--- src/hdl/dpfd_pkg.sv ---
// ----------------------------------------------------------------------------
// dpfd_pkg
// Shared types and constants for the differential pressure frame decoder.
// ----------------------------------------------------------------------------
package dpfd_pkg;

	// CRC-8 used by the sensor, restarted for each word
	localparam logic [7:0]  CRC_POLY       = 8'h31;
	localparam logic [7:0]  CRC_INIT       = 8'hFF;

	// frame layout: three words of MSB, LSB, CRC
	localparam logic [3:0]  LAST_POS       = 4'd8;
	localparam logic [3:0]  FRAME_BYTES    = 4'd9;

	// arithmetic constants
	localparam logic [15:0] TEMP_DIVISOR   = 16'd20;
	localparam logic [15:0] SCALE_FALLBACK = 16'd1;
	localparam logic [15:0] DEFAULT_SCALE_RST = 16'd60;
	localparam logic [4:0]  DIV_STEPS      = 5'd16;

	// output packing
	localparam int          OUT_BYTES      = 6;

	typedef enum logic [1:0] {
		ROLE_MSB,
		ROLE_LSB,
		ROLE_CHECK
	} byte_role_t;

	typedef enum logic [1:0] {
		WORD_PRESSURE,
		WORD_TEMPERATURE,
		WORD_SCALE
	} word_sel_t;

	typedef struct packed {
		word_sel_t  word;
		byte_role_t role;
	} pos_info_t;

	typedef enum logic [2:0] {
		ST_IDLE,
		ST_SHIFT,
		ST_FINISH,
		ST_DIV_P,
		ST_DIV_T,
		ST_RESULT
	} state_t;

	// divider handshake toward the control sequencer
	typedef struct packed {
		logic busy;
		logic done;
	} div_stat_t;

	// map a byte position of the frame onto its word and role
	function automatic pos_info_t pos_decode(input logic [3:0] pos);
		pos_info_t info;
		case (pos)
			4'd0:    info = '{WORD_PRESSURE,    ROLE_MSB};
			4'd1:    info = '{WORD_PRESSURE,    ROLE_LSB};
			4'd2:    info = '{WORD_PRESSURE,    ROLE_CHECK};
			4'd3:    info = '{WORD_TEMPERATURE, ROLE_MSB};
			4'd4:    info = '{WORD_TEMPERATURE, ROLE_LSB};
			4'd5:    info = '{WORD_TEMPERATURE, ROLE_CHECK};
			4'd6:    info = '{WORD_SCALE,       ROLE_MSB};
			4'd7:    info = '{WORD_SCALE,       ROLE_LSB};
			4'd8:    info = '{WORD_SCALE,       ROLE_CHECK};
			default: info = '{WORD_PRESSURE,    ROLE_MSB};
		endcase
		return info;
	endfunction

endpackage

--- src/hdl/dpfd_crc_serial.sv ---
// ----------------------------------------------------------------------------
// dpfd_crc_serial
// Bit-serial CRC-8 (poly 0x31), one data bit per cycle while shift is high, MSB first.
// ----------------------------------------------------------------------------
module dpfd_crc_serial (
	input  logic       clk,
	input  logic       arst_n,
	input  logic       init,
	input  logic       shift,
	input  logic       data_bit,
	output logic [7:0] crc
);

	logic [7:0] crc_q;
	logic       fb;

	assign fb  = crc_q[7] ^ data_bit;
	assign crc = crc_q;

	// restart or advance one bit
	always_ff @(posedge clk or negedge arst_n) begin
		if (!arst_n) begin
			crc_q <= dpfd_pkg::CRC_INIT;
		end else if (init) begin
			crc_q <= dpfd_pkg::CRC_INIT;
		end else if (shift) begin
			crc_q <= {crc_q[6:0], 1'b0} ^ (fb ? dpfd_pkg::CRC_POLY : 8'h00);
		end
	end

endmodule

--- src/hdl/dpfd_divider.sv ---
// ----------------------------------------------------------------------------
// dpfd_divider
// Unsigned 16 by 16 restoring divider, one quotient bit per cycle.
// ----------------------------------------------------------------------------
module dpfd_divider (
	input  logic                clk,
	input  logic                arst_n,
	input  logic                start,
	input  logic [15:0]         dividend,
	input  logic [15:0]         divisor,
	output logic [15:0]         quotient,
	output dpfd_pkg::div_stat_t stat
);

	logic [15:0] rem_q;
	logic [15:0] quo_q;
	logic [15:0] divisor_q;
	logic [4:0]  cnt_q;
	logic        done_q;
	logic [16:0] shifted;
	logic [17:0] trial;
	logic        ge;

	// trial subtract of the divisor from the shifted remainder
	assign shifted = {rem_q, quo_q[15]};
	assign trial   = {1'b0, shifted} - {2'b00, divisor_q};
	assign ge      = !trial[17];

	assign quotient  = quo_q;
	assign stat.busy = (cnt_q != 5'd0);
	assign stat.done = done_q;

	// step counter and completion pulse
	always_ff @(posedge clk or negedge arst_n) begin
		if (!arst_n) begin
			cnt_q  <= 5'd0;
			done_q <= 1'b0;
		end else if (start) begin
			cnt_q  <= dpfd_pkg::DIV_STEPS;
			done_q <= 1'b0;
		end else begin
			done_q <= (cnt_q == 5'd1);
			if (cnt_q != 5'd0) begin
				cnt_q <= cnt_q - 5'd1;
			end
		end
	end

	// load operands, then shift in one quotient bit per cycle
	always_ff @(posedge clk) begin
		if (start) begin
			rem_q     <= 16'd0;
			quo_q     <= dividend;
			divisor_q <= divisor;
		end else if (cnt_q != 5'd0) begin
			rem_q <= ge ? trial[15:0] : shifted[15:0];
			quo_q <= {quo_q[14:0], ge};
		end
	end

endmodule

--- src/hdl/diff_pressure_frame_decoder.sv ---
// ----------------------------------------------------------------------------
// diff_pressure_frame_decoder
// Decodes a nine-byte pressure sensor frame with per-word CRC-8 checks and
// scales the pressure and temperature words with a bit-serial divider.
// ----------------------------------------------------------------------------
// Sequence: a data byte is accepted, then shifted bit by bit through the CRC; a
// CRC byte is accepted and checked. After the ninth byte the result goes via FINISH
// and RESULT into the output register, on a good CRC after two 16-step divides in
// series. Flow: one byte at a time; the ninth byte holds the input until the
// result is loaded, which waits while the output register is stalled.
// Reset: asynchronous, active low; clears the byte count, CRC verdict, held readings
// and the output valid, sets the CRC to 0xFF and sets default_scale to 60.
module diff_pressure_frame_decoder (
	input  logic        clk,
	input  logic        arst_n,
	// input items
	input  logic        s_tvalid,
	output logic        s_tready,
	input  logic [7:0]  s_tdata,  // [7:0] data_byte
	input  logic        s_tuser,  // [0] frame_start
	// result items
	output logic        m_tvalid,
	input  logic        m_tready,
	output logic [47:0] m_tdata,  // [0] status, [1] reading_valid, [17:2] pressure,
	                              // [29:18] temperature_tenths, [45:30] scale_in_use, [47:46] 0
	// configuration
	input  logic        cfg_valid,
	output logic        cfg_ready,
	input  logic [15:0] cfg_data  // [15:0] default_scale
);

	dpfd_pkg::state_t    state_q, state_d;
	dpfd_pkg::pos_info_t info;
	dpfd_pkg::div_stat_t div_stat;

	logic [15:0] default_scale_q;
	logic [3:0]  byte_pos_q;
	logic [3:0]  pos;
	logic        crc_failed_q;
	logic        fail_base;
	logic [15:0] raw_p_q, raw_t_q, raw_s_q;
	logic [7:0]  byte_q;
	logic [2:0]  bit_cnt_q;
	dpfd_pkg::word_sel_t word_q;
	logic        neg_q;
	logic        status_q;
	logic [15:0] held_p_q;
	logic [11:0] held_t_q;
	logic [15:0] held_s_q;
	logic        held_valid_q;
	logic        m_tvalid_q;
	logic [47:0] m_tdata_q;

	logic        accept;
	logic        crc_init;
	logic        crc_shift;
	logic [7:0]  crc;
	logic        div_start;
	logic [15:0] div_dividend, div_divisor;
	logic [15:0] quotient;
	logic [15:0] scale_sel;
	logic [15:0] abs_p, abs_t;
	logic [15:0] signed_q;
	logic        out_load;

	assign cfg_ready = 1'b1;
	assign m_tvalid  = m_tvalid_q;
	assign m_tdata   = m_tdata_q;

	assign accept = s_tvalid && s_tready;

	// byte position of the incoming item; a start mark restarts the frame
	always_comb begin
		pos = s_tuser ? 4'd0 : byte_pos_q;
		if (pos >= dpfd_pkg::FRAME_BYTES) begin
			pos = 4'd0;
		end
	end
	assign info      = dpfd_pkg::pos_decode(pos);
	assign fail_base = (pos == 4'd0) ? 1'b0 : crc_failed_q;

	// scale selection with default and fallback
	always_comb begin
		if (raw_s_q != 16'd0) begin
			scale_sel = raw_s_q;
		end else if (default_scale_q != 16'd0) begin
			scale_sel = default_scale_q;
		end else begin
			scale_sel = dpfd_pkg::SCALE_FALLBACK;
		end
	end

	// magnitudes for the unsigned divider, sign restored afterwards
	assign abs_p    = raw_p_q[15] ? (16'd0 - raw_p_q) : raw_p_q;
	assign abs_t    = raw_t_q[15] ? (16'd0 - raw_t_q) : raw_t_q;
	assign signed_q = neg_q ? (16'd0 - quotient) : quotient;

	assign out_load = (state_q == dpfd_pkg::ST_RESULT) && (!m_tvalid_q || m_tready);

	dpfd_crc_serial u_crc (
		.clk      (clk),
		.arst_n   (arst_n),
		.init     (crc_init),
		.shift    (crc_shift),
		.data_bit (byte_q[7]),
		.crc      (crc)
	);

	dpfd_divider u_div (
		.clk      (clk),
		.arst_n   (arst_n),
		.start    (div_start),
		.dividend (div_dividend),
		.divisor  (div_divisor),
		.quotient (quotient),
		.stat     (div_stat)
	);

	// hold the sequencer state
	always_ff @(posedge clk or negedge arst_n) begin
		if (!arst_n) begin
			state_q <= dpfd_pkg::ST_IDLE;
		end else begin
			state_q <= state_d;
		end
	end

	// next state, handshake and unit controls
	always_comb begin
		state_d      = state_q;
		s_tready     = 1'b0;
		crc_init     = 1'b0;
		crc_shift    = 1'b0;
		div_start    = 1'b0;
		div_dividend = abs_p;
		div_divisor  = scale_sel;
		case (state_q)
			dpfd_pkg::ST_IDLE: begin
				s_tready = 1'b1;
				if (s_tvalid) begin
					if (info.role == dpfd_pkg::ROLE_CHECK) begin
						if (pos == dpfd_pkg::LAST_POS) begin
							state_d = dpfd_pkg::ST_FINISH;
						end
					end else begin
						crc_init = (info.role == dpfd_pkg::ROLE_MSB);
						state_d  = dpfd_pkg::ST_SHIFT;
					end
				end
			end
			dpfd_pkg::ST_SHIFT: begin
				crc_shift = 1'b1;
				if (bit_cnt_q == 3'd7) begin
					state_d = dpfd_pkg::ST_IDLE;
				end
			end
			dpfd_pkg::ST_FINISH: begin
				if (crc_failed_q) begin
					state_d = dpfd_pkg::ST_RESULT;
				end else begin
					div_start = 1'b1;
					state_d   = dpfd_pkg::ST_DIV_P;
				end
			end
			dpfd_pkg::ST_DIV_P: begin
				if (div_stat.done) begin
					div_start    = 1'b1;
					div_dividend = abs_t;
					div_divisor  = dpfd_pkg::TEMP_DIVISOR;
					state_d      = dpfd_pkg::ST_DIV_T;
				end
			end
			dpfd_pkg::ST_DIV_T: begin
				if (div_stat.done) begin
					state_d = dpfd_pkg::ST_RESULT;
				end
			end
			dpfd_pkg::ST_RESULT: begin
				if (!m_tvalid_q || m_tready) begin
					state_d = dpfd_pkg::ST_IDLE;
				end
			end
			default: begin
				state_d = dpfd_pkg::ST_IDLE;
			end
		endcase
	end

	// configuration register
	always_ff @(posedge clk or negedge arst_n) begin
		if (!arst_n) begin
			default_scale_q <= dpfd_pkg::DEFAULT_SCALE_RST;
		end else if (cfg_valid && cfg_ready) begin
			default_scale_q <= cfg_data;
		end
	end

	// frame position, CRC verdict and held readings
	always_ff @(posedge clk or negedge arst_n) begin
		if (!arst_n) begin
			byte_pos_q   <= 4'd0;
			crc_failed_q <= 1'b0;
			bit_cnt_q    <= 3'd0;
			word_q       <= dpfd_pkg::WORD_PRESSURE;
			raw_p_q      <= 16'd0;
			raw_t_q      <= 16'd0;
			raw_s_q      <= 16'd0;
			held_p_q     <= 16'd0;
			held_t_q     <= 12'd0;
			held_s_q     <= 16'd0;
			held_valid_q <= 1'b0;
			status_q     <= 1'b0;
			neg_q        <= 1'b0;
		end else begin
			// take a byte
			if (accept) begin
				byte_pos_q <= (pos == dpfd_pkg::LAST_POS) ? 4'd0 : (pos + 4'd1);
				if (info.role == dpfd_pkg::ROLE_CHECK) begin
					crc_failed_q <= fail_base | (crc != s_tdata);
				end else begin
					crc_failed_q <= fail_base;
					word_q       <= info.word;
					bit_cnt_q    <= 3'd0;
				end
			end
			// shift one bit into the current raw word
			if (state_q == dpfd_pkg::ST_SHIFT) begin
				bit_cnt_q <= bit_cnt_q + 3'd1;
				case (word_q)
					dpfd_pkg::WORD_PRESSURE:    raw_p_q <= {raw_p_q[14:0], byte_q[7]};
					dpfd_pkg::WORD_TEMPERATURE: raw_t_q <= {raw_t_q[14:0], byte_q[7]};
					dpfd_pkg::WORD_SCALE:       raw_s_q <= {raw_s_q[14:0], byte_q[7]};
					default:                    raw_p_q <= raw_p_q;
				endcase
			end
			// settle the frame verdict
			if (state_q == dpfd_pkg::ST_FINISH) begin
				status_q <= crc_failed_q;
				if (crc_failed_q) begin
					held_valid_q <= 1'b0;
				end else begin
					held_s_q <= scale_sel;
					neg_q    <= raw_p_q[15];
				end
			end
			if ((state_q == dpfd_pkg::ST_DIV_P) && div_stat.done) begin
				held_p_q <= signed_q;
				neg_q    <= raw_t_q[15];
			end
			if ((state_q == dpfd_pkg::ST_DIV_T) && div_stat.done) begin
				held_t_q     <= signed_q[11:0];
				held_valid_q <= 1'b1;
			end
		end
	end

	// byte shift register for the serial CRC and raw words
	always_ff @(posedge clk) begin
		if (accept) begin
			byte_q <= s_tdata;
		end else if (state_q == dpfd_pkg::ST_SHIFT) begin
			byte_q <= {byte_q[6:0], 1'b0};
		end
	end

	// output register
	always_ff @(posedge clk or negedge arst_n) begin
		if (!arst_n) begin
			m_tvalid_q <= 1'b0;
		end else if (out_load) begin
			m_tvalid_q <= 1'b1;
		end else if (m_tready) begin
			m_tvalid_q <= 1'b0;
		end
	end

	always_ff @(posedge clk) begin
		if (out_load) begin
			m_tdata_q <= {2'b00, held_s_q, held_t_q, held_p_q, held_valid_q, status_q};
		end
	end

endmodule
--- config.mk ---
export PLATFORM = sky130hd
export DESIGN_NAME = diff_pressure_frame_decoder
export DESIGN_NICKNAME = d
export VERILOG_FILES = /design/src/hdl/dpfd_pkg.sv /design/src/hdl/dpfd_crc_serial.sv /design/src/hdl/dpfd_divider.sv /design/src/hdl/diff_pressure_frame_decoder.sv
export SDC_FILE = /design/constraint.sdc
export NUM_CORES = 1
export LEC_CHECK = 0
export BUFFER_PORTS_ARGS = -buffer_cell sky130_fd_sc_hd__buf_2
export CAP_MARGIN = 20
export CELL_PAD_IN_SITES_DETAIL_PLACEMENT = 1
export CELL_PAD_IN_SITES_GLOBAL_PLACEMENT = 2
export CORE_AREA = 8 8 173 175
export CTS_BUF_LIST = sky130_fd_sc_hd__clkbuf_4
export CTS_CLUSTER_DIAMETER = 120
export CTS_CLUSTER_SIZE = 40
export DETAILED_ROUTE_END_ITERATION = 16
export DIE_AREA = 0 0 181 183
export GPL_TIMING_DRIVEN = 0
export PLACE_DENSITY = 0.88
export SETUP_SLACK_MARGIN = 0.15
export SLEW_MARGIN = 20
export SYNTH_ARGS = -nofsm -noshare
export SYNTH_HDL_FRONTEND = slang
export SYNTH_SLANG_ARGS = --single-unit
--- constraint.sdc ---
create_clock -name clk -period 4.18 [get_ports clk]
set_input_delay 1.254 -clock clk [delete_from_list [all_inputs] [get_ports clk]]
set_output_delay 1.254 -clock clk [all_outputs]
set_load 0.01 [all_outputs]
# [Yosys cells after proc, flatten, opt, wreduce, memory -nomap -nowiden]
# Memories as Yosys holds them, arrays and structs flattened.
# Cells that the tools add are included.
[totals] output_inout_bits=51 wordCells=141 rom_bits=64 input_bits=30 ff_bits=241 n_memories=1
[memory_table] memory="(no name shown)" depth=16 width=4 read_ports=1 rd_ports_with_merged_regs=0 wr=0 line="dpfd_pkg.sv:59" text="case (pos)"
[classes] addsub=7 order_cmp=1 eq_ne=20 muxes=53 n_reduce_logical=30 bitwise_logic=5
[ops] cell="two-way mux 16 bit" count=12
[ops] cell="subtractor 1 x 16 -> 16 bit, first input constant" count=3
[ops] cell="two-way mux 3 bit" count=11
[ops] cell="two-way mux 8 bit" count=4
[ops] cell="nonzero test 16 bit" count=2
[ops] cell="two-way mux 1 bit" count=18
[ops] cell="case mux 3 bit (6 select lines)" count=1
[ops] cell="subtractor 17 x 16 -> 18 bit" count=1
[ops] cell="AND reduction 2 bit" count=8
[ops] cell="nonzero test 2 bit" count=7
[ops] cell="two-way mux 4 bit" count=3
[ops] cell="two-way mux 5 bit" count=2
[ops] cell="!= test 2 x 1 -> 1 bit, second input constant" count=5
[ops] cell="== test 3 bit, second input constant" count=3
[ops] cell="!= test 8 bit" count=1
[ops] cell="bitwise XOR 8 bit" count=1
[ops] cell="== test 3 x 2 -> 1 bit, second input constant" count=2
[ops] cell="two-way mux 6 bit" count=1
[ops] cell="AND reduction 6 bit" count=1
[ops] cell="== test 5 x 1 -> 1 bit, second input constant" count=1
[ops] cell="nonzero test 5 bit" count=1
[ops] cell="subtractor 5 x 1 -> 5 bit, second input constant" count=1
[ops] cell="adder 4 x 1 -> 4 bit, second input constant" count=1
[ops] cell="== test 2 bit, second input constant" count=2
[ops] cell="other kinds (17)" count=24

# [Logic depth before layout (Yosys ltp)]
# An unclocked memory read counts as a cell.
[depth] word_depth=9 mapped_depth=11

# [Hierarchy]
# Synthesis repeated with hierarchy kept, for this count alone.
[unflattened] cells_unflattened=984 area_unflattened_um2=11446.0
[modules_own_cells] mod="diff_pressure_frame_decoder" area_each_um2=8112.8 seq_area_each_um2=4754.6 n_inst=1 cells_each=688
[modules_own_cells] mod="dpfd_divider" area_each_um2=2927.8 seq_area_each_um2=1431.4 n_inst=1 cells_each=267
[modules_own_cells] mod="dpfd_crc_serial" area_each_um2=405.4 seq_area_each_um2=210.2 n_inst=1 cells_each=29

# [Worst setup path before layout]
# Ideal clock, no wire load.
[synth_timing] kind="in2reg" start="in m_tready" end="reg m_tdata_q[0], in the netlist m_tdata[0] (enable)" t_arrival_ps=3391 cell_stages=3 n_path_buf=0 setup_ps=450 slack_ps=340 required_time_ps=3730 path_cell_list="nand2b_1 -> nand2_1 -> nor2_1"
[synth_via] elab_chain_len=2
[synth_rtl] element="start: declaration" line="diff_pressure_frame_decoder.sv:23" text="input logic m_tready,"
[synth_rtl] element="logical OR 1 bit" line="diff_pressure_frame_decoder.sv:98" text="assign out_load = (state_q == dpfd_pkg::ST_RESULT) && (!m_tvalid_q || m_tready);"
[synth_rtl] element="logical AND 1 bit" line="diff_pressure_frame_decoder.sv:98"
[synth_rtl] element="net out_load" line="diff_pressure_frame_decoder.sv:64" text="logic out_load;"
[synth_rtl] element="end signal: assignment" line="diff_pressure_frame_decoder.sv:279" text="m_tdata_q <= {2'b00, held_s_q, held_t_q, held_p_q, held_valid_q, status_q};"
[synth_rtl] element="end: declaration" line="diff_pressure_frame_decoder.sv:52" text="logic [47:0] m_tdata_q;"
# The timed path passes the listed nets, and every way through them passes these cells.
# A chain may end at the register's enable or synchronous reset.

# [Worst setup path after layout]
[layout_timing] start="reg state_q[0]" end="out s_tready"
[layout_via] elab_chain_len=2
[layout_rtl] element="start: declaration" line="diff_pressure_frame_decoder.sv:32" text="dpfd_pkg::state_t state_q, state_d;"
[layout_rtl] element="start signal: assignment" line="diff_pressure_frame_decoder.sv:122" text="state_q <= dpfd_pkg::ST_IDLE;"
[layout_rtl] element="start signal: assignment" line="diff_pressure_frame_decoder.sv:124" text="state_q <= state_d;"
[layout_rtl] element="zero test 3 bit" line="diff_pressure_frame_decoder.sv:137" text="case (state_q)"
[layout_rtl] element="two-way mux 1 bit" line="diff_pressure_frame_decoder.sv:137"
[layout_rtl] element="end: declaration" line="diff_pressure_frame_decoder.sv:18" text="output logic s_tready,"
# No other way between the ends.

==> metrics <==
status=completed; worst min path class=input pin to async pin; H-Tree Depth=1; count of hold-fix buffers inserted at cts=0; async set or reset register ratio after synthesis=0.577; routed vias=7905; Cell Area, Placed=12100 µm²; DRT antenna net count=0; met2 Use GR=0.281; Arrival @ worst endpoint=2000 ps; Critical Path RT=2930 ps; GR Layer Usage met1=0.223; Setup TNS=0 ps; WL final=27100 µm; FILL cells=3048; largest area contributor in the netlist=dfrtp_1; unrepaired setup endpoints after global routing=no; GRT met3 Usage=0.0239; IO buf count=76; Achievable Freq=307 MHz; Synth top area share=0.283; number of global-route vias before repair=8381; clock power share=0.131; CP endpoint kind=output pin; Final HPWL DP=20400 µm; crit-path max FO=10; grt total ovfl=0; drt first pass iters=4; switch share=0.377; worst hold-check slack=411 ps; top-count cell post-synth=nand2_1; routed vias/inst=5.36; post-route minimum period=3250 ps; dominant synthesized flop cell=dfrtp_1; Startpoint Class=register; sequential share of the synthesized area=0.570; Slew Limit Fails=0; clock skew=122 ps; top post-synthesis cells by count=180 x nand2_1, 127 x dfrtp_1, 104 x o21ai_0; Area contributors post-synth=dfrtp_1 28%, edfxtp_1 23%, mux2_2 6.3%; GRT Util Overall=0.165; final-report hold violation count=0; internal power=4.27 mW; Clock Tree Root=clkbuf_4; core box area=27300 µm²; Pwr Density=559 nW/µm²; Synth Register Bits=241; slew at the pin closest to its max-slew limit=736 ps; postcts setup bufs=0; die area=33100 µm²; Synth cell types=60; MaxCap Viol Count=0; gr busiest metal=met2; clock sink count=241; drt drc=0; CTS tree=done; R2R depth=8; critical path class=register to output pin; area added between synthesis and finish=9.21%; Post-synth EDFFs=86; leakage=5.24 nW; Yosys warnings=0; Die X=181 µm; design area=12300 µm²; pin count of the biggest net entering global routing=73; global-route wire length before repair=44800 µm; VDD IR-drop max=0.273 mV; Die Ht=183 µm; clock buffer depth=3; Sw Pwr=2.59 mW; Initial Util=0.411; Clock Latency Late Sink=760 ps; relative slew slack=0.503; Post-CTS Resized=0; combinational share of power=0.354; fin util=0.448; Final nets=1183; Worst-path clk slew=390 ps; initial antenna violation count=2; Gate Count Post-Synth=1033; io pins=81; layout cells sized above 1=0.166; routability cong.=0.827; routed length per instance=18.4 µm; clock buffer count from CTS=10; Overall Power=6.86 mW; post-synthesis average cell area=10.9 µm²; Iter 0 DRT Violations=463; sequential share of power=0.515; Setup violations, final=0; Cell Rows=61; synthesized cell area=11200 µm²; part of the cycle the worst path needs=0.779
-- worst max-delay path: stages (launching register included) --
cell and delay, ps:
dfrtp_1 530, clkbuf_1 250, nor3_1 290, buf_2 220
-- metrics by stage --
step / setup slack, ps / std cells
after detailed placement: 725 / 1458
final: 925 / 1475
after CTS: 869 / 1474
after global placement: -639 / 1456
after global routing: 762 / 1475
after floorplan: 340 / 1034
-- cells by family (layout without fill, tap and decap cells) --
logic type,count (synthesis),after routing,share of synthesized area
simple gates,326,326,0.131
flops,241,241,0.570
compound gates,226,226,0.121
buf+inv,79,173,0.0284
xor+xnor,66,66,0.0515
mux,64,64,0.0641
fa+ha+maj,29,29,0.0330
other cells,2,4,0.000669
-- routing by layer --
layer  up-vias  share of wire
met2       116           0.48
met5         -        0.00041
met1      3929           0.47
li1       3832              -
met3        26          0.038
met4         2          0.015
-- power by group through the flow --
stage	Combinational, mW	Sequential (mW)	Clock [mW]
floorplan	1.84	3.42	0
finish	2.43	3.53	0.898
detailed placement	2.44	3.58	0
global route	2.78	3.60	0.999
global placement	2.33	3.56	0
CTS	2.45	3.54	0.934
-- worst paths after layout --
path                               from             endpoint  slack [ps]
max                          state_q[0]             s_tready         930
min                              arst_n  default_scale_q[10]         410
max reg2reg                  state_q[1]    u_div.quotient[2]        1070
min reg2reg                held_p_q[10]          m_tdata[12]         500
max in group asynchronous        arst_n          held_t_q[7]        3030
min in group clk           held_p_q[10]          m_tdata[12]         500
-- sequential cells by signal, indices dropped and copies added (netlist names), 2 cells and up --
name,count
bit_cnt_q,3
byte_pos_q,4
byte_q,8
default_scale_q,16
held_p_q,16
held_s_q,16
held_t_q,12
m_tdata,46
raw_p_q,16
raw_s_q,16
raw_t_q,16
state_q,3
u_crc.crc,8
u_div.cnt_q,5
u_div.divisor_q,16
u_div.quotient,16
u_div.rem_q,16
word_q,2
-- cells in the final DEF, fill, tap and decap left out, types with 4 or more instances in the layout --
| cell type | n |
|---|---|
| a211oi_1 | 6 |
| a21oi_1 | 36 |
| a22o_1 | 4 |
| a31oi_1 | 16 |
| and2_1 | 5 |
| buf_2 | 78 |
| clkbuf_1 | 37 |
| clkbuf_4 | 13 |
| dfrtp_1 | 127 |
| dfstp_2 | 12 |
| dfxtp_1 | 16 |
| edfxtp_1 | 86 |
| ha_1 | 28 |
| inv_1 | 32 |
| mux2_2 | 63 |
| nand2_1 | 180 |
| nand2b_1 | 14 |
| nand3_1 | 12 |
| nand3b_1 | 5 |
| nor2_1 | 52 |
| nor2b_1 | 7 |
| nor3_1 | 9 |
| nor4_1 | 11 |
| o211ai_1 | 10 |
| o21a_1 | 5 |
| o21ai_0 | 104 |
| o221ai_1 | 5 |
| o31a_1 | 4 |
| o31ai_1 | 12 |
| o41ai_1 | 7 |
| or2_2 | 5 |
| or3_1 | 6 |
| or4_1 | 5 |
| xnor2_1 | 23 |
| xor2_1 | 43 |
-- layout make-up --
type	count	area, µm²	area share
inverter	32	120	0.00980
multi-input combinational	714	4520	0.369
clock inverter	3	50.0	0.00408
antenna	1	2.50	0.000204
sequential	241	6400	0.522
tap	346	433	0.0353
clock buffer	13	97.6	0.00796
timing repair buffer	78	438	0.0357
buffer	47	200	0.0163
(Power assumes the default switching activity.)
